$ cat config.mk
export PLATFORM = sky130hd
export DESIGN_NAME = sjs_ctrl
export DESIGN_NICKNAME = d
export VERILOG_FILES = /design/src/sv/sjs_pkg.sv /design/src/sv/sjs_ctrl.sv
export SDC_FILE = /design/constraint.sdc
export NUM_CORES = 1
export LEC_CHECK = 0
export BUFFER_PORTS_ARGS = -buffer_cell sky130_fd_sc_hd__buf_2
export CORE_MARGIN = 2
export CORE_UTILIZATION = 46
export CTS_BUF_LIST = sky130_fd_sc_hd__clkbuf_8
export DETAILED_ROUTE_END_ITERATION = 8
export PLACE_DENSITY = 0.74
export SLEW_MARGIN = 10
export SYNTH_ARGS = -nofsm -noshare
export SYNTH_HDL_FRONTEND = slang
export SYNTH_SLANG_ARGS = --single-unit
$ cat constraint.sdc
create_clock -name clk -period 1.6 [get_ports clk]
set_input_delay 0.08 -clock clk [delete_from_list [all_inputs] [get_ports clk]]
set_output_delay 0.08 -clock clk [all_outputs]
set_load 0.1 [all_outputs]
$ cat src/sv/sjs_pkg.sv
// ----------------------------------------------------------------------------
// sjs_pkg
// Shared types, fixed widths and constants of the scan jump segmentation block.
// ----------------------------------------------------------------------------
package sjs_pkg;

  localparam int SMP_W  = 16;
  localparam int XY_W   = 17;
  localparam int WD_W   = 18;
  localparam int OUT_DW = 56;
  localparam int CFG_IW = 2;
  localparam int CFG_DW = 16;

  localparam logic [CFG_IW-1:0] REG_START_ANGLE = 2'd0;
  localparam logic [CFG_IW-1:0] REG_ANGLE_STEP  = 2'd1;
  localparam logic [CFG_IW-1:0] REG_FAR_THR     = 2'd2;
  localparam logic [CFG_IW-1:0] REG_JUMP_THR    = 2'd3;

  // Angle before scaling, its scaled magnitude, and the reduction schedule.
  localparam int TH_W       = 31;
  localparam int UW         = TH_W + 10;
  localparam int WRAP_STEPS = 15;
  localparam int WK_W       = 4;

  localparam int ZW = 28;
  localparam int XW = 27;
  localparam int PW = 45;

  localparam int XY_SHIFT = 25;
  localparam int W_SHIFT  = 24;

  localparam logic signed [ZW-1:0] Q24_PI      = 28'sd52707179;
  localparam logic signed [ZW-1:0] Q24_TWO_PI  = 28'sd105414357;
  localparam logic signed [ZW-1:0] Q24_HALF_PI = 28'sd26353589;
  localparam logic [UW-1:0]        TWO_PI_U    = 41'd105414357;
  localparam logic signed [XW-1:0] Q24_GAIN    = 27'sd10188014;

  function automatic logic signed [ZW-1:0] arc_angle(input logic [4:0] idx);
    logic signed [ZW-1:0] a;
    case (idx)
      5'd0:  a = 28'sd13176795;
      5'd1:  a = 28'sd7778716;
      5'd2:  a = 28'sd4110060;
      5'd3:  a = 28'sd2086331;
      5'd4:  a = 28'sd1047214;
      5'd5:  a = 28'sd524117;
      5'd6:  a = 28'sd262123;
      5'd7:  a = 28'sd131069;
      5'd8:  a = 28'sd65536;
      5'd9:  a = 28'sd32768;
      5'd10: a = 28'sd16384;
      5'd11: a = 28'sd8192;
      5'd12: a = 28'sd4096;
      5'd13: a = 28'sd2048;
      5'd14: a = 28'sd1024;
      5'd15: a = 28'sd512;
      5'd16: a = 28'sd256;
      5'd17: a = 28'sd128;
      5'd18: a = 28'sd64;
      5'd19: a = 28'sd32;
      5'd20: a = 28'sd16;
      5'd21: a = 28'sd8;
      5'd22: a = 28'sd4;
      5'd23: a = 28'sd2;
      default: a = '0;
    endcase
    return a;
  endfunction

  typedef enum logic [3:0] {
    OP_NONE, OP_ACCEPT, OP_RDLO, OP_RDHI, OP_ANG, OP_WLOAD, OP_WSTEP, OP_WFIX,
    OP_FOLD, OP_CSTEP, OP_CFIN, OP_MULA, OP_RNDA, OP_MULB, OP_RNDB, OP_PACK
  } dp_op_t;

  typedef struct packed {
    dp_op_t op;
    logic   job;
    logic   wphase;
  } dp_cmd_t;

  typedef struct packed {
    logic a_valid;
    logic b_valid;
    logic wrap_done;
    logic cordic_done;
  } dp_stat_t;

endpackage

$ cat src/sv/sjs_ctrl.sv
// ----------------------------------------------------------------------------
// sjs_ctrl
// Sequencer that walks each pending segment through store reads, angle
// reduction, CORDIC and the output multiplies, then hands the word out.
// ----------------------------------------------------------------------------
module sjs_ctrl
  import sjs_pkg::*;
(
  input  logic     clk,
  input  logic     rst_n,
  input  logic     in_tvalid,
  output logic     in_tready,
  output logic     out_tvalid,
  input  logic     out_tready,
  input  dp_stat_t stat,
  output dp_cmd_t  cmd
);

  typedef enum logic [4:0] {
    S_IDLE, S_DISP, S_RDLO, S_RDHI, S_ANG, S_WLOAD, S_WSTEP, S_WFIX, S_FOLD,
    S_CSTEP, S_CFIN, S_MULA, S_RNDA, S_MULB, S_RNDB, S_PACK, S_OUT
  } state_t;

  state_t state_r;
  logic   job_r;
  logic   wphase_r;
  logic   in_tready_r;
  logic   out_tvalid_r;

  assign in_tready  = in_tready_r;
  assign out_tvalid = out_tvalid_r;

  always_ff @(posedge clk) begin
    if (!rst_n) begin
      state_r      <= S_IDLE;
      job_r        <= 1'b0;
      wphase_r     <= 1'b0;
      in_tready_r  <= 1'b1;
      out_tvalid_r <= 1'b0;
    end else begin
      case (state_r)
        S_IDLE: begin
          if (in_tvalid && in_tready_r) begin
            in_tready_r <= 1'b0;
            state_r     <= S_DISP;
          end
        end
        S_DISP: begin
          wphase_r <= 1'b0;
          if (stat.a_valid) begin
            job_r   <= 1'b0;
            state_r <= S_RDLO;
          end else if (stat.b_valid) begin
            job_r   <= 1'b1;
            state_r <= S_RDLO;
          end else begin
            in_tready_r <= 1'b1;
            state_r     <= S_IDLE;
          end
        end
        S_RDLO:  state_r <= S_RDHI;
        S_RDHI:  state_r <= S_ANG;
        S_ANG:   state_r <= S_WLOAD;
        S_WLOAD: state_r <= S_WSTEP;
        S_WSTEP: begin
          if (stat.wrap_done) begin
            state_r <= S_WFIX;
          end
        end
        S_WFIX:  state_r <= S_FOLD;
        S_FOLD:  state_r <= S_CSTEP;
        S_CSTEP: begin
          if (stat.cordic_done) begin
            state_r <= S_CFIN;
          end
        end
        S_CFIN:  state_r <= S_MULA;
        S_MULA:  state_r <= S_RNDA;
        S_RNDA: begin
          if (wphase_r) begin
            state_r <= S_PACK;
          end else begin
            state_r <= S_MULB;
          end
        end
        S_MULB:  state_r <= S_RNDB;
        S_RNDB: begin
          // The centre is done; the same unit now works out the width angle.
          wphase_r <= 1'b1;
          state_r  <= S_ANG;
        end
        S_PACK: begin
          out_tvalid_r <= 1'b1;
          state_r      <= S_OUT;
        end
        S_OUT: begin
          if (out_tready) begin
            out_tvalid_r <= 1'b0;
            if (!job_r && stat.b_valid) begin
              job_r    <= 1'b1;
              wphase_r <= 1'b0;
              state_r  <= S_RDLO;
            end else begin
              in_tready_r <= 1'b1;
              state_r     <= S_IDLE;
            end
          end
        end
        default: begin
          in_tready_r  <= 1'b1;
          out_tvalid_r <= 1'b0;
          state_r      <= S_IDLE;
        end
      endcase
    end
  end

  always_comb begin
    cmd.job    = job_r;
    cmd.wphase = wphase_r;
    case (state_r)
      S_IDLE:  cmd.op = (in_tvalid && in_tready_r) ? OP_ACCEPT : OP_NONE;
      S_RDLO:  cmd.op = OP_RDLO;
      S_RDHI:  cmd.op = OP_RDHI;
      S_ANG:   cmd.op = OP_ANG;
      S_WLOAD: cmd.op = OP_WLOAD;
      S_WSTEP: cmd.op = OP_WSTEP;
      S_WFIX:  cmd.op = OP_WFIX;
      S_FOLD:  cmd.op = OP_FOLD;
      S_CSTEP: cmd.op = OP_CSTEP;
      S_CFIN:  cmd.op = OP_CFIN;
      S_MULA:  cmd.op = OP_MULA;
      S_RNDA:  cmd.op = OP_RNDA;
      S_MULB:  cmd.op = OP_MULB;
      S_RNDB:  cmd.op = OP_RNDB;
      S_PACK:  cmd.op = OP_PACK;
      default: cmd.op = OP_NONE;
    endcase
  end

endmodule

==> results of run 1 <==
power by group through the flow:
| stage | registers (W) | logic (W) | clock network, W |
|---|---|---|---|
| 2_1_floorplan | 0.000303 | 0.000287 | 0 |
| 3_3_place_gp | 0.000263 | 0.000403 | 0 |
| 3_5_place_dp | 0.000264 | 0.000405 | 0 |
| 4_1_cts | 0.000260 | 0.000414 | 0.000263 |
| 5_1_grt | 0.000266 | 0.000460 | 0.000279 |
| 6_report | 0.000262 | 0.000430 | 0.000259 |
cell families after synthesis:
logic type | synth area share (%)
AO/OA/AOI/OAI | 18.6
buffers and inverters | 11.2
AND/OR/NAND/NOR | 39.4
XOR/XNOR | 1.43
flip-flops | 29.4
state kept, by name, summed over array words and instances (netlist names):
name        cells
in_tready       1
job_r           1
out_tvalid      1
state_r         5
wphase_r        1
through the flow:
stage | TNS, ps | worst slack, ps | std cells | cell area, µm²
2_1_floorplan | -1640 | -505 | 83 | 628
3_3_place_gp | 0 | 131 | 111 | 726
3_5_place_dp | 0 | 87.5 | 111 | 726
4_1_cts | 0 | 9.23 | 115 | 781
5_1_grt | -45.3 | -45.3 | 115 | 792
6_report | 0 | 29.8 | 115 | 792
metal layers:
layer / track usage [%] / up-vias / share of wire (%)
li1: - / 331 / -
met1: 29.4 / 292 / 45
met2: 32.1 / 23 / 47
met3: 5.00 / 2 / 6.4
met4: 10.0 / 0 / 0.84
met5: 0 / - / 0
cells in the mapped netlist, types with 2 or more instances:
| cell type | instances | area share [%] |
|---|---|---|
| sky130_fd_sc_hd__nor2_1 | 4 | 2.4 |
| sky130_fd_sc_hd__buf_6 | 2 | 3.7 |
| sky130_fd_sc_hd__nand2b_1 | 3 | 3.1 |
| sky130_fd_sc_hd__a211oi_1 | 2 | 2.4 |
| sky130_fd_sc_hd__inv_1 | 3 | 1.8 |
| sky130_fd_sc_hd__buf_4 | 2 | 2.4 |
| sky130_fd_sc_hd__dfxtp_1 | 9 | 29 |
| sky130_fd_sc_hd__or4_1 | 2 | 2.4 |
| sky130_fd_sc_hd__nor3_1 | 8 | 6.5 |
| sky130_fd_sc_hd__a21oi_1 | 7 | 5.7 |
| sky130_fd_sc_hd__clkbuf_1 | 4 | 2.4 |
| sky130_fd_sc_hd__nor2b_1 | 3 | 3.1 |
| sky130_fd_sc_hd__o21ai_0 | 3 | 2.4 |
| sky130_fd_sc_hd__and3_1 | 2 | 2.0 |
| sky130_fd_sc_hd__nand4_1 | 2 | 2.0 |
| sky130_fd_sc_hd__nand2_1 | 11 | 6.7 |
| sky130_fd_sc_hd__nand3b_1 | 2 | 2.4 |
| sky130_fd_sc_hd__nor4_1 | 2 | 2.0 |
cell type report:
type | count | area [µm²] | share of cell area, %
flip-flops and latches | 9 | 183 | 23.1
multi-input cells | 62 | 392 | 49.4
well taps | 15 | 18.8 | 2.37
clock buffers | 3 | 41.3 | 5.21
inverters | 3 | 11.3 | 1.42
clock inverters | 1 | 3.75 | 0.474
repair buffers | 22 | 143 | 18.0
what timing repair did:
| item | 4_1_cts | 5_1_grt |
|---|---|---|
| endpoints found under the setup margin | 1 | 1 |
| pin swaps | 0 | 3 |
| resized for setup | 2 | 3 |
worst paths after layout:
path                            slack (ps)  cells after the start          to  startpoint
worst max register to register         110                      3       job_r  state_r[1]
worst min-delay path                    70                      2       job_r     stat[3]
worst max-delay path                    30                      5      cmd[2]  state_r[1]
worst min register to register         480                      2  out_tvalid  out_tvalid
==> flow_summary.json, run 1 <==
{
  "initialDrtViolationCount": 28,
  "period_needed_ps": 1570,
  "worstSetupPathType": "register to output pin",
  "floorplan.rows": 13,
  "drc": 0,
  "route.antenna.remaining_nets": 0,
  "worst-endpoint-arrival_ps": 1490,
  "gr-usage-all-layers_pct": 21.7,
  "p_leak_nw": 0.334,
  "vdd_ir_drop_max_mv": 0.878,
  "synth_warnings": 0,
  "timing.final.hold_violations": 0,
  "timing.final.crit_share_pct": 98.1,
  "power.density_nw_per_um2": 1200,
  "status": "completed",
  "worst_slew_margin_rel_pct": 67.9,
  "critical_path.max_stage_delay_ps": 430,
  "holdWs_ps": 74.3,
  "clock-sinks": 9,
  "slew_viol_final": 0,
  "design_power_total_w": 0.000951,
  "total_vias_in_the_final_route": 648,
  "final_wtd_congestion": 0.765,
  "syn-instance-count": 83,
  "cts-root-to-sink-buffers": 2,
  "sequential_cell_area_fraction_in_the_yosys_report_pct": 29.4,
  "diodes_inserted": 0,
  "floorplan.core_area_um2": 1270,
  "slew_at_the_pin_with_the_worst_max_slew_slack_ps": 486,
  "tritoncts_clock_tree": "yes",
  "power.share.clock_pct": 27.3,
  "worstSetupEndpointType": "output pin",
  "cap_violations": 0,
  "design.final.nets": 109,
  "p_comb_share_pct": 45.2,
  "worst_skew_pair.late_latency_ps": 230,
  "floorplan.die.height_um": 40.5,
  "cp.buffers_inverters": 1,
  "yosys_register_bits": 9,
  "mostFrequentLayoutCell": "sky130_fd_sc_hd__buf_2",
  "fin_worst_skew_ps": 0.523,
  "first_pass_grt_wire_length_um": 2310,
  "path_max_fanout": 6,
  "netlist_area_um2": 613,
  "htree_num_levels": 1,
  "grt_pass1_vias": 531,
  "syn_nets": 91,
  "power.internal_w": 0.000556,
  "power.share.switching_pct": 41.6,
  "wire_per_inst_um": 12.4,
  "post-route-util_pct": 62.4,
  "numCtsBuffers": 3,
  "max_freq_mhz": 637,
  "dp.final_hpwl_um": 1030,
  "cts_root_buf": "sky130_fd_sc_hd__clkbuf_8",
  "synth_enable_flop_cells": 0,
  "clkTransAtPathRegs_ps": 50,
  "critical_path.cell_chain": "or3_4 -> nor3_4 -> a21oi_2 -> nor2_4 -> buf_12",
  "min_path_type": "input port to register",
  "cp_top_family": "simple AND/OR/NAND/NOR gates",
  "fillers": 122,
  "switchingPower_w": 0.000396,
  "synth_top_flop_cell": "sky130_fd_sc_hd__dfxtp_1",
  "cts_hold_repair.buffers": 0,
  "synthArstFlopShare_pct": 0,
  "initial_antenna_violation_count": 0,
  "start_kind": "register",
  "setup_repair_after_global_routing_missed_its_margin": "true",
  "sequentialPowerShare_pct": 27.5,
  "commonest_cells_after_routing_fill_and_taps_aside": "14 x sky130_fd_sc_hd__buf_2, 11 x sky130_fd_sc_hd__nand2_1, 7 x sky130_fd_sc_hd__nor3_1, 7 x sky130_fd_sc_hd__dfxtp_1, 7 x sky130_fd_sc_hd__buf_4",
  "floorplan.io_pins": 16,
  "io_buffer_count": 15,
  "number_of_setup_buffers_added_after_cts": 0,
  "setup_viol": 0,
  "floorplan.initialDensity_pct": 48.3,
  "drt-vias-per-instance": 5.63,
  "worst_path_max_delay_cell": "sky130_fd_sc_hd__or3_4",
  "global_route.overflow_total": 0,
  "die_width_um": 40.5,
  "syn_area_per_cell_um2": 7.39,
  "dr.pass1.iters": 4,
  "worstPathRequired_ps": 1520,
  "layout-drive-gt1-share_pct": 34.0,
  "grt_start_max_net_pins": 14,
  "routed_wl_um": 1430,
  "syn_to_final_growth_pct": 29.2,
  "fp.dieArea_um2": 1640,
  "synth.distinct_cells": 30
}
(Power assumes the default switching activity.)
==> inputs of run 2 (changes only) <==
--- a/config.mk
+++ b/config.mk
@@ -5,6 +5,7 @@
 export SDC_FILE = /design/constraint.sdc
 export NUM_CORES = 1
 export LEC_CHECK = 0
+export ABC_CLOCK_PERIOD_IN_PS = 1600
 export BUFFER_PORTS_ARGS = -buffer_cell sky130_fd_sc_hd__buf_2
 export CORE_MARGIN = 2
 export CORE_UTILIZATION = 46
==> constraint.sdc (replaced) <==
create_clock -name clk -period 1.6 [get_ports clk]
set_input_delay 0.48 -clock clk [delete_from_list [all_inputs] [get_ports clk]]
set_output_delay 0.48 -clock clk [all_outputs]
set_load 0.1 [all_outputs]
==> flow_summary.json, run 2 (same netlist as run 1, synthesis figures left out) <==
{
  "critical_path.max_stage_delay_ps": 410,
  "totalNegativeSetupSlack_ps": -712,
  "timing.final.hold_violations": 0,
  "slew_at_the_pin_with_the_worst_max_slew_slack_ps": 483,
  "busiest_layer": "met2",
  "total_vias_in_the_final_route": 718,
  "power.density_nw_per_um2": 1100,
  "floorplan.rows": 13,
  "status": "finished with violations",
  "timing.final.ws_setup_ps": -333,
  "die_width_um": 40.5,
  "cts_root_buf": "sky130_fd_sc_hd__clkbuf_8",
  "period_needed_ps": 1930,
  "numCtsBuffers": 3,
  "grt_pass1_vias": 559,
  "first_pass_grt_wire_length_um": 2520,
  "design.final.nets": 117,
  "start_kind": "register",
  "regToRegEndpoint": "job_r",
  "dr.pass1.iters": 4,
  "grt.met2_usage_pct": 37.7,
  "fp.dieArea_um2": 1640,
  "holdPathStages": 2,
  "clock-sinks": 9,
  "syn_to_final_growth_pct": 55.5,
  "clkTransAtPathRegs_ps": 50,
  "slew_viol_final": 0,
  "regMostFlops": "state_r",
  "power.share.clock_pct": 25.4,
  "cap_violations": 0,
  "worst_slew_margin_rel_pct": 68.0,
  "number_of_flip_flops_under_the_largest_register_name": 5,
  "layout-drive-gt1-share_pct": 46.3,
  "tritoncts_clock_tree": "yes",
  "p_comb_share_pct": 48.5,
  "global_route.overflow_total": 0,
  "whs_endpoint": "job_r",
  "r2r.worst_path.cells": 5,
  "mostFrequentLayoutCell": "sky130_fd_sc_hd__buf_4",
  "floorplan.initialDensity_pct": 48.3,
  "drt-vias-per-instance": 5.84,
  "grtUsageMet3_pct": 1.67,
  "final_wtd_congestion": 0.942,
  "initialDrtViolationCount": 45,
  "grt_start_max_net_pins": 13,
  "worst-endpoint-arrival_ps": 1450,
  "p_leak_nw": 0.393,
  "fin_worst_skew_ps": 0.962,
  "sequentialPowerShare_pct": 26.0,
  "drc": 0,
  "r2r_start": "state_r[1]",
  "routed_wl_um": 1830,
  "route.antenna.remaining_nets": 0,
  "dp.final_hpwl_um": 1190,
  "fillers": 89,
  "worstPathRequired_ps": 1120,
  "initial_antenna_violation_count": 0,
  "diodes_inserted": 0,
  "power.internal_w": 0.000611,
  "max_freq_mhz": 517,
  "timing.final.crit_share_pct": 121,
  "setup_repair_after_global_routing_missed_its_margin": "true",
  "floorplan.io_pins": 16,
  "critical_path.cell_chain": "or3_4 -> nor3_4 -> a21oi_2 -> nor2_4 -> buf_12",
  "worst_skew_pair.late_latency_ps": 230,
  "power.share.switching_pct": 41.5,
  "path_max_fanout": 3,
  "setup_viol": 3,
  "commonest_cells_after_routing_fill_and_taps_aside": "13 x sky130_fd_sc_hd__buf_4, 11 x sky130_fd_sc_hd__nand2_1, 11 x sky130_fd_sc_hd__buf_2",
  "wire_per_inst_um": 14.8,
  "worstSetupEndpointType": "output pin",
  "io_buffer_count": 15,
  "cts-root-to-sink-buffers": 2,
  "violations_in_the_final_reports": "setup timing",
  "worstSetupPathType": "register to output pin",
  "vdd_ir_drop_max_mv": 0.916,
  "floorplan.die.height_um": 40.5,
  "floorplan.core_area_um2": 1270,
  "worst_path_max_delay_cell": "sky130_fd_sc_hd__or3_4",
  "htree_num_levels": 1,
  "switchingPower_w": 0.000433,
  "global_route.usage.met1_pct": 32.2,
  "design_power_total_w": 0.00104,
  "min-delay-start": "stat[3]",
  "min_path_type": "input port to register",
  "worst-r2r-setup-slack_ps": -200,
  "gr-usage-all-layers_pct": 23.2
}
## run 2: layout make-up
| class | count | area [µm²] | share of cell area [%] |
|---|---|---|---|
| multi-input combinational | 62 | 437 | 45.8 |
| timing repair buffer | 30 | 255 | 26.8 |
| sequential | 9 | 186 | 19.6 |
| clock buffer | 3 | 41.3 | 4.33 |
| tap | 15 | 18.8 | 1.97 |
| inverter | 3 | 11.3 | 1.18 |
| clock inverter | 1 | 3.75 | 0.394 |
## run 2: stage by stage
| stage | std cells | area (µm²) | hold slack [ps] | setup WS, ps | util (%) |
|---|---|---|---|---|---|
| 6_report | 123 | 953 | 478 | -333 | 75.1 |
| 5_1_grt | 123 | 953 | 491 | -351 | 75.1 |
| 4_1_cts | 120 | 902 | 473 | -342 | 71.1 |
| 3_5_place_dp | 115 | 836 | 470 | -173 | 65.9 |
| 3_3_place_gp | 115 | 836 | 462 | -111 | 65.9 |
| 2_1_floorplan | 83 | 676 | 472 | -475 | - |
## run 2: per-layer routing
layer / share of wire [%] / wire (µm)
met3: 8.0 / 146
met4: 3.1 / 56
met5: 0 / 0
met2: 46 / 843
met1: 43 / 780
## run 2: power groups by stage
| stage | clock network [W] | registers (W) | logic, W |
|---|---|---|---|
| floorplan | 0 | 0.000304 | 0.000308 |
| global placement | 0 | 0.000271 | 0.000463 |
| detailed placement | 0 | 0.000272 | 0.000470 |
| CTS | 0.000257 | 0.000269 | 0.000488 |
| global route | 0.000273 | 0.000275 | 0.000527 |
| finish | 0.000266 | 0.000272 | 0.000507 |
## run 2: repair_timing
item                       4_1_cts  5_1_grt
pin swaps                        2        2
buffers inserted                 1        5
gates cloned                     0        0
resized for setup                3        8
hold buffers                     0        0
setup endpoints to repair        3       10
## run 2: worst max-delay path, delay by kind of cell, from the launching register on
kind | cells | cell delay [ps]
and+or+nand+nor | 3 | 660
buffers and inverters | 1 | 180
DFF | 1 | 310
AOI/OAI and AO/OA | 1 | 70
## run 2: worst max-delay path by stage
stage,end,start,cells past startpoint,slack [ps]
2_1_floorplan,cmd[2],state_r[1],6,-470
3_3_place_gp,cmd[2],state_r[1],5,-110
3_5_place_dp,cmd[2],state_r[1],5,-170
4_1_cts,cmd[2],state_r[1],5,-340
5_1_grt,cmd[2],state_r[1],5,-350
6_report,cmd[2],state_r[1],5,-330
==> inputs of run 3 (changes only) <==
--- a/config.mk
+++ b/config.mk
@@ -5,14 +5,15 @@
 export SDC_FILE = /design/constraint.sdc
 export NUM_CORES = 1
 export LEC_CHECK = 0
+export ABC_AREA = 1
 export ABC_CLOCK_PERIOD_IN_PS = 1600
-export BUFFER_PORTS_ARGS = -buffer_cell sky130_fd_sc_hd__buf_2
 export CORE_MARGIN = 2
 export CORE_UTILIZATION = 46
 export CTS_BUF_LIST = sky130_fd_sc_hd__clkbuf_8
 export DETAILED_ROUTE_END_ITERATION = 8
-export PLACE_DENSITY = 0.74
+export DONT_BUFFER_PORTS = 1
 export SLEW_MARGIN = 10
 export SYNTH_ARGS = -nofsm -noshare
 export SYNTH_HDL_FRONTEND = slang
 export SYNTH_SLANG_ARGS = --single-unit
+export TNS_END_PERCENT = 1
==> flow_summary.json, run 3 <==
{
  "synth_top_flop_cell": "sky130_fd_sc_hd__dfxtp_1",
  "worstPathRequired_ps": 1120,
  "crit_start": "state_r[2]",
  "numCtsBuffers": 3,
  "grt_pass1_vias": 718,
  "r2r.worst_path.cells": 8,
  "syn_to_final_growth_pct": 40.5,
  "syn_area_per_cell_um2": 6.35,
  "layout-drive-gt1-share_pct": 38.2,
  "floorplan.die.height_um": 43.1,
  "post-route-util_pct": 67.3,
  "period_needed_ps": 1820,
  "worstSetupEndpointType": "output pin",
  "syn_nets": 119,
  "holdWs_ps": 325,
  "synth_enable_flop_cells": 0,
  "synth.top_cells.by_area": "sky130_fd_sc_hd__dfxtp_1 26%, sky130_fd_sc_hd__nand3_1 13%, sky130_fd_sc_hd__nand2_1 9.1%",
  "worst_slew_margin_rel_pct": 78.0,
  "slew_viol_final": 0,
  "die_width_um": 43.1,
  "r2r_start": "state_r[1]",
  "total_vias_in_the_final_route": 815,
  "min_path_type": "input port to register",
  "synthArstFlopShare_pct": 0,
  "p_leak_nw": 0.482,
  "timing.final.crit_share_pct": 114,
  "clkTransAtPathRegs_ps": 50,
  "violations_in_the_final_reports": "setup timing",
  "tritoncts_clock_tree": "yes",
  "route.antenna.remaining_nets": 0,
  "htree_num_levels": 1,
  "power.internal_w": 0.000660,
  "cts-root-to-sink-buffers": 2,
  "setup_repair_after_global_routing_missed_its_margin": "true",
  "status": "finished with violations",
  "p_comb_share_pct": 56.3,
  "first_pass_grt_wire_length_um": 3170,
  "power.share.switching_pct": 47.5,
  "design.final.nets": 140,
  "synth_warnings": 0,
  "mostFrequentLayoutCell": "sky130_fd_sc_hd__nand3_1",
  "number_of_flip_flops_under_the_largest_register_name": 5,
  "netlist_area_um2": 704,
  "fin_worst_skew_ps": 0.282,
  "initial_antenna_violation_count": 0,
  "worstSetupPathType": "register to output pin",
  "synth.cells.most_frequent": "18 x sky130_fd_sc_hd__nand3_1, 17 x sky130_fd_sc_hd__nand2_1, 14 x sky130_fd_sc_hd__inv_1, 14 x sky130_fd_sc_hd__nor2_1, 9 x sky130_fd_sc_hd__dfxtp_1",
  "synth.distinct_cells": 25,
  "regToRegEndpoint": "state_r[1]",
  "drc": 0,
  "post-place-cells": 141,
  "crit_end": "cmd[2]",
  "global_route.overflow_total": 0,
  "yosys_register_bits": 9,
  "cap_violations": 0,
  "commonest_cells_after_routing_fill_and_taps_aside": "18 x sky130_fd_sc_hd__nand3_1, 17 x sky130_fd_sc_hd__nand2_1, 16 x sky130_fd_sc_hd__buf_4, 14 x sky130_fd_sc_hd__inv_1, 9 x sky130_fd_sc_hd__nor2_1",
  "path_max_fanout": 3,
  "min-delay-start": "rst_n",
  "max_freq_mhz": 550,
  "diodes_inserted": 0,
  "drt-vias-per-instance": 5.54,
  "gr-usage-all-layers_pct": 23.2,
  "grt_start_max_net_pins": 13,
  "dr.pass1.iters": 4,
  "sequential_cell_area_fraction_in_the_yosys_report_pct": 25.6,
  "worst-endpoint-arrival_ps": 1340,
  "floorplan.core_area_um2": 1470,
  "power.share.clock_pct": 21.3,
  "worst-r2r-setup-slack_ps": 140,
  "cts_hold_repair.buffers": 0,
  "area_occupied_by_registers_um2": 194,
  "timing.final.hold_violations": 0,
  "fillers": 128,
  "synthDominantAreaCellType": "sky130_fd_sc_hd__dfxtp_1",
  "start_kind": "register",
  "cts_root_buf": "sky130_fd_sc_hd__clkbuf_8",
  "yosysMostFrequentCell": "sky130_fd_sc_hd__nand3_1",
  "sequentialPowerShare_pct": 22.4,
  "floorplan.rows": 14,
  "regMostFlops": "state_r",
  "power.density_nw_per_um2": 1270,
  "multi_input_area_um2": 452,
  "io_buffer_count": 0,
  "syn-instance-count": 111,
  "fp.dieArea_um2": 1860,
  "post-route-cell-area_um2": 990,
  "netlist.area_leader.share_pct": 25.6,
  "final_wtd_congestion": 0.797,
  "initialDrtViolationCount": 27,
  "vdd_ir_drop_max_mv": 1.11,
  "clock-sinks": 9,
  "wire_per_inst_um": 13.3,
  "floorplan.initialDensity_pct": 47.9,
  "switchingPower_w": 0.000598,
  "setup_viol": 2,
  "worst_skew_pair.late_latency_ps": 240,
  "dp.final_hpwl_um": 1490,
  "slew_at_the_pin_with_the_worst_max_slew_slack_ps": 326,
  "floorplan.io_pins": 16,
  "total_placed_instance_area_um2": 901,
  "timing.final.ws_setup_ps": -218,
  "routed_wl_um": 1950,
  "number_of_cells_in_the_finished_layout_apart_from_fillers": 147
}
==> run 3: cell count changes after synthesis, sizes merged, moves of 4 or more <==
cell,previous run,this run
nor2,4,21
nand2,11,18
nor3,8,0
inv,3,17
nand3,0,19
clkbuf,4,0
==> run 3: worst min-delay path by stage <==
stage | endpoint | depth (start not counted)
after global placement | out_tvalid | 2
final | in_tready | 1
after floorplan | wphase_r | 2
after detailed placement | out_tvalid | 2
after global routing | in_tready | 1
after CTS | in_tready | 1
==> run 3: logic make-up (layout without fill, tap and decap cells) <==
group | after synthesis | in the layout | share of synthesized area (%)
compound gates | 16 | 16 | 13.9
simple gates | 63 | 63 | 45.5
flops | 9 | 9 | 25.6
buf+inv | 23 | 43 | 15.1
==> run 3: metal layers <==
layer / routed length, µm / global-route usage (%) / part of all wire (%) / vias up
met4: 25 / 9.09 / 1.3 / 0
met3: 124 / 5.53 / 6.4 / 5
met1: 855 / 28.7 / 44 / 372
met5: 0 / 0 / 0 / -
li1: - / - / - / 410
met2: 946 / 38.2 / 48 / 28
==> run 3: through the flow <==
step | power (W) | TNS (ps) | setup WS [ps]
after floorplan | 0.000786 | -775 | -213
after global placement | 0.000949 | 0 | 4.96
after detailed placement | 0.000954 | -8.10 | -8.10
after CTS | 0.00125 | -311 | -281
after global routing | 0.00132 | -357 | -282
final | 0.00126 | -247 | -218
==> run 3: power groups by stage <==
| stage | Clock [W] | Sequential [W] | Combinational (W) |
|---|---|---|---|
| after global placement | 0 | 0.000283 | 0.000665 |
| after CTS | 0.000269 | 0.000282 | 0.000698 |
| after floorplan | 0 | 0.000369 | 0.000417 |
| final | 0.000268 | 0.000282 | 0.000708 |
| after detailed placement | 0 | 0.000284 | 0.000669 |
| after global routing | 0.000284 | 0.000284 | 0.000753 |
==> run 3: final cells by class <==
| cell class | count | area share [%] |
|---|---|---|
| repair buffers | 21 | 21.4 |
| inverters | 18 | 6.83 |
| multi-input cells | 79 | 45.6 |
| well taps | 16 | 2.02 |
| flip-flops and latches | 9 | 19.6 |
| clock buffers | 3 | 4.17 |
| clock inverters | 1 | 0.379 |
==> run 3: timing repair <==
action | CTS | global route
setup buffers | 2 | 0
pin swaps | 4 | 2
resized for setup | 6 | 6
endpoints found under the setup margin | 4 | 5
==> run 3: worst max-delay path, stage by stage (launching register included) <==
cell and delay, ps:
sky130_fd_sc_hd__dfxtp_4 350, sky130_fd_sc_hd__o311ai_0 340, sky130_fd_sc_hd__buf_4 180, sky130_fd_sc_hd__o21ai_4 60, sky130_fd_sc_hd__buf_12 160
